File: src/design/i2cws_pkg.sv
// ----------------------------------------------------------------------------
// I2C write sequencer package
// Phase and command codes plus the sequencer state and result types.
// ----------------------------------------------------------------------------
package i2cws_pkg;

  localparam int unsigned PhaseW = 4;

  localparam logic [PhaseW-1:0] PH_IDLE     = 4'd0;
  localparam logic [PhaseW-1:0] PH_START_A  = 4'd1;
  localparam logic [PhaseW-1:0] PH_START_B  = 4'd2;
  localparam logic [PhaseW-1:0] PH_START_C  = 4'd3;
  localparam logic [PhaseW-1:0] PH_BIT_LOW  = 4'd4;
  localparam logic [PhaseW-1:0] PH_BIT_HIGH = 4'd5;
  localparam logic [PhaseW-1:0] PH_ACK_REL  = 4'd6;
  localparam logic [PhaseW-1:0] PH_ACK_HIGH = 4'd7;
  localparam logic [PhaseW-1:0] PH_ACK_LOW  = 4'd8;
  localparam logic [PhaseW-1:0] PH_STOP_A   = 4'd9;
  localparam logic [PhaseW-1:0] PH_STOP_B   = 4'd10;

  localparam logic [2:0] OP_TICK  = 3'd0;
  localparam logic [2:0] OP_START = 3'd1;
  localparam logic [2:0] OP_STOP  = 3'd2;
  localparam logic [2:0] OP_BYTE  = 3'd3;
  localparam logic [2:0] OP_ADDR  = 3'd4;
  localparam logic [2:0] OP_PROBE = 3'd5;

  localparam logic [2:0] LAST_BIT = 3'd7;

  typedef struct packed {
    logic [PhaseW-1:0] phase;
    logic [2:0]        bit_cnt;
    logic [7:0]        shift;
    logic [15:0]       hold;
    logic              scl;
    logic              sda;
    logic              ack_failed;
    logic [2:0]        cmd;
  } seq_state_t;

  typedef struct packed {
    logic scl_level;
    logic sda_level;
    logic busy_res;
    logic done_res;
    logic nack_error;
  } seq_result_t;

endpackage

File: src/design/i2cws_next.sv
// ----------------------------------------------------------------------------
// I2C write sequencer next-state logic
// Computes the sequencer state and the result for one accepted transaction.
// ----------------------------------------------------------------------------
module i2cws_next (
  input  i2cws_pkg::seq_state_t  cur,
  input  logic [15:0]            half_period,
  input  logic [2:0]             operation,
  input  logic [7:0]             data_byte,
  input  logic [6:0]             slave_address,
  input  logic                   read_direction,
  input  logic                   sda_sample,
  output i2cws_pkg::seq_state_t  nxt,
  output i2cws_pkg::seq_result_t res
);
  import i2cws_pkg::*;

  logic [15:0] reload;
  logic [15:0] hold_dec;
  logic        finish;
  logic [7:0]  shifted;

  assign reload   = (half_period == 16'd0) ? 16'd1 : half_period;
  assign hold_dec = cur.hold - 16'd1;
  assign shifted  = {cur.shift[6:0], 1'b0};

  always_comb begin
    nxt    = cur;
    finish = 1'b0;
    if (cur.phase == PH_IDLE) begin
      if (operation >= OP_START && operation <= OP_PROBE) begin
        nxt.cmd        = operation;
        nxt.ack_failed = 1'b0;
        nxt.hold       = reload;
        unique case (operation)
          OP_STOP: begin
            nxt.phase = PH_STOP_A;
            nxt.scl   = 1'b1;
            nxt.sda   = 1'b0;
          end
          OP_BYTE: begin
            nxt.shift   = data_byte;
            nxt.bit_cnt = 3'd0;
            nxt.phase   = PH_BIT_LOW;
            nxt.scl     = 1'b0;
            nxt.sda     = data_byte[7];
          end
          OP_ADDR: begin
            nxt.shift   = {slave_address, read_direction};
            nxt.bit_cnt = 3'd0;
            nxt.phase   = PH_BIT_LOW;
            nxt.scl     = 1'b0;
            nxt.sda     = slave_address[6];
          end
          OP_PROBE: begin
            nxt.shift = {slave_address, 1'b0};
            nxt.phase = PH_START_A;
            nxt.scl   = 1'b1;
            nxt.sda   = 1'b1;
          end
          default: begin
            nxt.phase = PH_START_A;
            nxt.scl   = 1'b1;
            nxt.sda   = 1'b1;
          end
        endcase
      end
    end else if (operation == OP_TICK) begin
      nxt.hold = hold_dec;
      if (hold_dec == 16'd0) begin
        // Every transition other than finishing reloads the level timer.
        nxt.hold = reload;
        unique case (cur.phase)
          PH_START_A: begin
            nxt.phase = PH_START_B;
            nxt.scl   = 1'b1;
            nxt.sda   = 1'b0;
          end
          PH_START_B: begin
            nxt.phase = PH_START_C;
            nxt.scl   = 1'b0;
            nxt.sda   = 1'b0;
          end
          PH_START_C: begin
            if (cur.cmd == OP_PROBE) begin
              nxt.bit_cnt = 3'd0;
              nxt.phase   = PH_BIT_LOW;
              nxt.scl     = 1'b0;
              nxt.sda     = cur.shift[7];
            end else begin
              finish = 1'b1;
            end
          end
          PH_BIT_LOW: begin
            nxt.phase = PH_BIT_HIGH;
            nxt.scl   = 1'b1;
          end
          PH_BIT_HIGH: begin
            if (cur.bit_cnt == LAST_BIT) begin
              nxt.phase = PH_ACK_REL;
              nxt.scl   = 1'b0;
              nxt.sda   = 1'b1;
            end else begin
              nxt.bit_cnt = cur.bit_cnt + 3'd1;
              nxt.shift   = shifted;
              nxt.phase   = PH_BIT_LOW;
              nxt.scl     = 1'b0;
              nxt.sda     = shifted[7];
            end
          end
          PH_ACK_REL: begin
            nxt.phase = PH_ACK_HIGH;
            nxt.scl   = 1'b1;
            nxt.sda   = 1'b1;
          end
          PH_ACK_HIGH: begin
            nxt.ack_failed = sda_sample;
            nxt.phase      = PH_ACK_LOW;
            nxt.scl        = 1'b0;
            nxt.sda        = 1'b1;
          end
          PH_ACK_LOW: begin
            // A NACK or a probe closes the bus with a stop condition.
            if (cur.ack_failed || cur.cmd == OP_PROBE) begin
              nxt.phase = PH_STOP_A;
              nxt.scl   = 1'b1;
              nxt.sda   = 1'b0;
            end else begin
              finish = 1'b1;
            end
          end
          PH_STOP_A: begin
            nxt.phase = PH_STOP_B;
            nxt.scl   = 1'b1;
            nxt.sda   = 1'b1;
          end
          default: begin
            finish = 1'b1;
          end
        endcase
        if (finish) begin
          nxt.phase = PH_IDLE;
          nxt.hold  = 16'd0;
        end
      end
    end
  end

  assign res.scl_level  = nxt.scl;
  assign res.sda_level  = nxt.sda;
  assign res.busy_res   = (nxt.phase != PH_IDLE);
  assign res.done_res   = finish;
  assign res.nack_error = finish & cur.ack_failed;

endmodule

File: src/design/i2c_master_write_sequencer_unit.sv
// ----------------------------------------------------------------------------
// I2C master write sequencer
// Write-only I2C master that produces open-drain SCL and SDA levels.
// ----------------------------------------------------------------------------
// Usage: each input transaction carries either a command (start, stop, send
// byte, send address, probe) or a tick. A command is taken only while the
// sequencer is idle; later commands are ignored until it finishes. Ticks pace
// the bus: every SCL/SDA level is held for cfg half period ticks. Every input
// transaction yields exactly one output transaction with the driven levels,
// busy, and on the finishing tick done plus the NACK flag.
// The result is registered and offered in the cycle after acceptance.
// One transaction per cycle while in_stall is low; the next-state logic
// is a single combinational pass between the state and result registers.
// When out_stall holds a result, in_stall rises so that no result is lost;
// it falls as soon as that result is taken.
// Reset (synchronous, rst_n low) sets the half period to one tick, returns
// the sequencer to idle with both lines released and clears the result
// valid flag. cfg_wr_en writes the half period, used at the next transition.
// ----------------------------------------------------------------------------
module i2c_master_write_sequencer_unit (
  input  logic        clk,
  input  logic        rst_n,
  input  logic        cfg_wr_en,
  input  logic [15:0] cfg_wr_data,
  input  logic        in_valid,
  output logic        in_stall,
  input  logic [2:0]  in_operation,
  input  logic [7:0]  in_data_byte,
  input  logic [6:0]  in_slave_address,
  input  logic        in_read_direction,
  input  logic        in_sda_sample,
  output logic        out_valid,
  input  logic        out_stall,
  output logic        out_scl_level,
  output logic        out_sda_level,
  output logic        out_busy_res,
  output logic        out_done_res,
  output logic        out_nack_error
);
  import i2cws_pkg::*;

  seq_state_t  state_r;
  seq_state_t  state_nxt;
  seq_result_t res_nxt;
  seq_result_t res_r;
  logic [15:0] half_period_r;
  logic        out_valid_r;
  logic        accept;

  assign in_stall = out_valid_r & out_stall;
  assign accept   = in_valid & ~in_stall;

  i2cws_next u_next (
    .cur            (state_r),
    .half_period    (half_period_r),
    .operation      (in_operation),
    .data_byte      (in_data_byte),
    .slave_address  (in_slave_address),
    .read_direction (in_read_direction),
    .sda_sample     (in_sda_sample),
    .nxt            (state_nxt),
    .res            (res_nxt)
  );

  always_ff @(posedge clk) begin
    if (!rst_n) begin
      half_period_r <= 16'd1;
    end else if (cfg_wr_en) begin
      half_period_r <= cfg_wr_data;
    end
  end

  always_ff @(posedge clk) begin
    if (!rst_n) begin
      state_r.phase      <= PH_IDLE;
      state_r.bit_cnt    <= 3'd0;
      state_r.shift      <= 8'd0;
      state_r.hold       <= 16'd0;
      state_r.scl        <= 1'b1;
      state_r.sda        <= 1'b1;
      state_r.ack_failed <= 1'b0;
      state_r.cmd        <= OP_TICK;
    end else if (accept) begin
      state_r <= state_nxt;
    end
  end

  always_ff @(posedge clk) begin
    if (!rst_n) begin
      out_valid_r <= 1'b0;
    end else if (accept) begin
      out_valid_r <= 1'b1;
    end else if (!out_stall) begin
      out_valid_r <= 1'b0;
    end
  end

  always_ff @(posedge clk) begin
    if (accept) begin
      res_r <= res_nxt;
    end
  end

  assign out_valid      = out_valid_r;
  assign out_scl_level  = res_r.scl_level;
  assign out_sda_level  = res_r.sda_level;
  assign out_busy_res   = res_r.busy_res;
  assign out_done_res   = res_r.done_res;
  assign out_nack_error = res_r.nack_error;

`ifndef SYNTHESIS
  // A running sequence always has a level timer left to count down.
  a_hold_nonzero: assert property (@(posedge clk) disable iff (!rst_n)
    (state_r.phase != PH_IDLE) |-> (state_r.hold != 16'd0))
    else $error("busy sequencer with empty level timer");

  a_done_not_busy: assert property (@(posedge clk) disable iff (!rst_n)
    (out_valid_r && out_done_res) |-> !out_busy_res)
    else $error("done reported while still busy");

  a_nack_with_done: assert property (@(posedge clk) disable iff (!rst_n)
    (out_valid_r && out_nack_error) |-> out_done_res)
    else $error("NACK reported without done");

  a_state_holds_stalled: assert property (@(posedge clk) disable iff (!rst_n)
    in_stall |=> $stable(state_r))
    else $error("sequencer state moved while input stalled");
`endif

endmodule
File: config.mk
export PLATFORM = sky130hd
export DESIGN_NAME = i2c_master_write_sequencer_unit
export DESIGN_NICKNAME = d
export VERILOG_FILES = /design/src/design/i2cws_pkg.sv /design/src/design/i2cws_next.sv /design/src/design/i2c_master_write_sequencer_unit.sv
export SDC_FILE = /design/constraint.sdc
export NUM_CORES = 1
export LEC_CHECK = 0
export BUFFER_PORTS_ARGS = -buffer_cell sky130_fd_sc_hd__buf_4
export CAP_MARGIN = 20
export CELL_PAD_IN_SITES_DETAIL_PLACEMENT = 1
export CELL_PAD_IN_SITES_GLOBAL_PLACEMENT = 1
export CORE_ASPECT_RATIO = 0.7
export CORE_MARGIN = 3
export CORE_UTILIZATION = 40
export DETAILED_ROUTE_END_ITERATION = 10
export MAX_ROUTING_LAYER = met4
export PLACE_DENSITY_LB_ADDON = 0.1
export RECOVER_POWER = 25
export REMOVE_ABC_BUFFERS = 1
export SLEW_MARGIN = 25
export SYNTH_ARGS = -nofsm -noshare
export SYNTH_HDL_FRONTEND = slang
export SYNTH_SLANG_ARGS = --single-unit
File: constraint.sdc
create_clock -name clk -period 3.4 [get_ports clk]
set_input_delay 0.85 -clock clk [delete_from_list [all_inputs] [get_ports clk]]
set_output_delay 0.85 -clock clk [all_outputs]
set_load 0.01 [all_outputs]
==> results.yml <==
power_and_ir_drop:
  power.density_mw_per_mm2: 543.6
  switching_share_pct: 30.03
  p_int_mw: 1.655
  power_mw: 2.365
  seq_power_share_pct: 35.1
  p_sw_mw: 0.7101
  pwr-share-comb_pct: 21.9
  clkPwrFrac_pct: 43.0
  ir_drop_uv: 312.2
  power.static_leakage_nw: 1.768
routing:
  drtPass1Iterations: 5
  vias: 3533
  vias_per_cell: 5.888
  drt_iter0_markers: 312
  ant_nets: 0
  wl_per_cell_um: 19.65
  drc: 0
  drt-total-wl_um: 11790
place:
  dp_slack_ns: 0.2325
  gp_congestion: 0.9107
  io_buffers: 47
  dp_cells: 584
  hpwl_um: 8244
  placed_area_mm2: 0.004010
clock_network:
  clk_pin_slew_ns: 0.05
  cts_max_level: 3
  cts_buffers: 9
  cts.sinks: 59
  clk_path_buf_depth: 2
  cts_tree: "yes"
  root_buffer: "clkbuf_16"
  clk_latency_ns: 0.33
floorplanning:
  initial_utilization_pct: 41.50
  rows: 28
  boundaryPins: 48
  die_w_um: 118.6
  core_mm2: 0.008548
  die-area_mm2: 0.01005
  die_h_um: 84.79
global_routing:
  grt_util_all_layers_pct: 25.18
  grt_first_pass_wirelength_um: 19550
  grt_pass1_vias: 3659
  grt_start_max_net_pins: 59
  grt_overflow: 0
  antenna_found_initial: 0
logic_synthesis:
  yosys_warnings: 0
  synthCells: 436
  synth.top_cell.area_share_pct: 30.48
  synth.distinct_cells: 63
  synth.avg_cell_area_um2: 8.136
  async_reset_ff_share_pct: 0
  synth_edf_count: 5
  synth.area.top_cells: "dfxtp_1 (30%), mux2i_1 (5.9%), nand2_1 (4.7%)"
  yosysMostFrequentCell: "dfxtp_1"
  ys_seq_area_share_pct: 34.71
  yosys.area.top_type: "dfxtp_1"
  syn_area_mm2: 0.003547
  synth.top_cells.by_count: "dfxtp_1 (54), nand2_1 (44), nor2_1 (35)"
  ys_seq_elements: 59
  synth_flop_cell: "dfxtp_1"
finish:
  antenna_cells: 0
  finalNetCount: 520
  final_cells: 600
  utilization_pct: 50.89
  final_area_mm2: 0.004350
  syn_to_final_growth_pct: 22.65
  drive_gt1_share_pct: 18.33
  fill_cells: 1069
run:
  cap_violations: 0
setup_path:
  path_max_fanout: 8
  cp-end-kind: "register"
  critPathLaunchType: "register"
  arrival_ns: 3.16
  critPathKind: "reg -> reg"
  required_ns: 3.46
sta:
  layout_min_cycle_time_ns: 3.104
  drv_slew: 0
  max_clock_freq_ghz: 0.3221
  worstMarginPinSlew_ns: 1.236
  hold_viol: 0
  fin_skew_ns: 0.005429
  setup_viol: 0
  fin_ws_ns: 0.2958
  finalCritPeriodShare_pct: 91.30
  tns_ns: 0
  timing.hold.ws_ns: 0.4630
  slew_headroom_pct: 17.62
  rsz0062_at_grt: "false"
hold_path:
  hold_path.class: "reg -> reg"
outcome:
  status: "finished, final reports clean"
layout make-up:
class | instances | area (um2) | area share, %
Clock inverter | 6 | 86.33 | 1.984
Sequential cell | 59 | 1231 | 28.30
Timing Repair Buffer | 56 | 416.7 | 9.577
Multi-Input combinational cell | 343 | 2193 | 50.42
Inverter | 6 | 22.52 | 0.5177
Clock buffer | 10 | 250.2 | 5.752
Tap cell | 120 | 150.1 | 3.451
timing repair:
action,in CTS,in global routing
setup endpoints to repair,0,15
hold buffers,0,0
gates resized for setup,0,2
buffers inserted,0,0
cell usage in the layout (no fill, tap or decap), types with 5 or more instances in the layout:
master     netlist  layout
o211ai_1         6       6
nor2_1          35      34
edfxtp_1         5       5
mux2i_1         21      21
o32a_1           7       7
nor2b_1         24      24
nor4_1           8       8
xor2_1           6       6
nor3_1          17      17
nand3_1          9       9
nand2_1         44      44
o21ai_0         30      30
clkbuf_16        0      10
dfxtp_1         54      54
a31oi_1          8       8
a21boi_1         7       7
inv_1            5       5
a221oi_1         7       7
or3_1            6       6
nand2b_1         6       6
buf_4            0      55
and3_1          12      12
a21oi_1         24      24
routing by layer:
layer  vias to the layer above  track usage [%]  share of wire (%)
li1                       1699                -                  -
met1                      1745            35.84                 52
met2                        83            35.82                 42
met3                         6            6.465                5.2
met4                         0            5.468               0.64
met5                         -                -                  0
worst paths after layout:
| check | startpoint | end | slack, ns | cells past startpoint |
|---|---|---|---|---|
| hold / removal | state_r[25]$_SDFFE_PN0P_ | state_r[25]$_SDFFE_PN0P_ | 0.46 | 1 |
| setup / recovery | state_r[6]$_SDFFE_PN0P_ | out_busy_res$_DFFE_PP_ | 0.30 | 10 |
| hold reg to reg | state_r[25]$_SDFFE_PN0P_ | state_r[25]$_SDFFE_PN0P_ | 0.46 | 1 |
| setup reg to reg | state_r[6]$_SDFFE_PN0P_ | out_busy_res$_DFFE_PP_ | 0.30 | 10 |
critical path: stages, from the launching register on:
cell      delay (ns)
dfxtp_1         0.50
inv_1           0.08
ha_1            0.26
nor2b_1         0.16
nor4b_1         0.31
and3_1          0.27
nand4_4         0.14
a211oi_2        0.49
nor2b_1         0.09
nor4_1          0.34
o211ai_1        0.16
logic make-up (layout without fill, tap and decap cells):
kind of cell / after synthesis / in the layout / share of synthesized area (%)
AND/OR/NAND/NOR: 182 / 182 / 27.27
adder cells (fa/ha/maj): 4 / 4 / 1.411
XOR/XNOR: 7 / 7 / 1.728
buffers and inverters: 34 / 78 / 3.668
multiplexers: 22 / 22 / 6.243
flip-flops: 59 / 59 / 34.71
AO/OA/AOI/OAI: 128 / 128 / 24.97
power by group through the flow:
stage	Combinational, mW	Sequential [mW]	Clock, mW
final	0.518	0.831	1.02
after detailed placement	0.508	0.840	0
after global placement	0.490	0.837	0
after floorplan	0.326	0.821	0
after global routing	0.579	0.838	1.07
after CTS	0.513	0.827	1.03
state kept, by name, summed over array words and instances, names as in the netlist:
name / count
out_scl_level: 1
out_valid: 1
out_done_res: 1
out_sda_level: 1
state_r: 37
half_period_r: 16
out_busy_res: 1
out_nack_error: 1
Note: power is estimated with default switching activity, not from simulation.
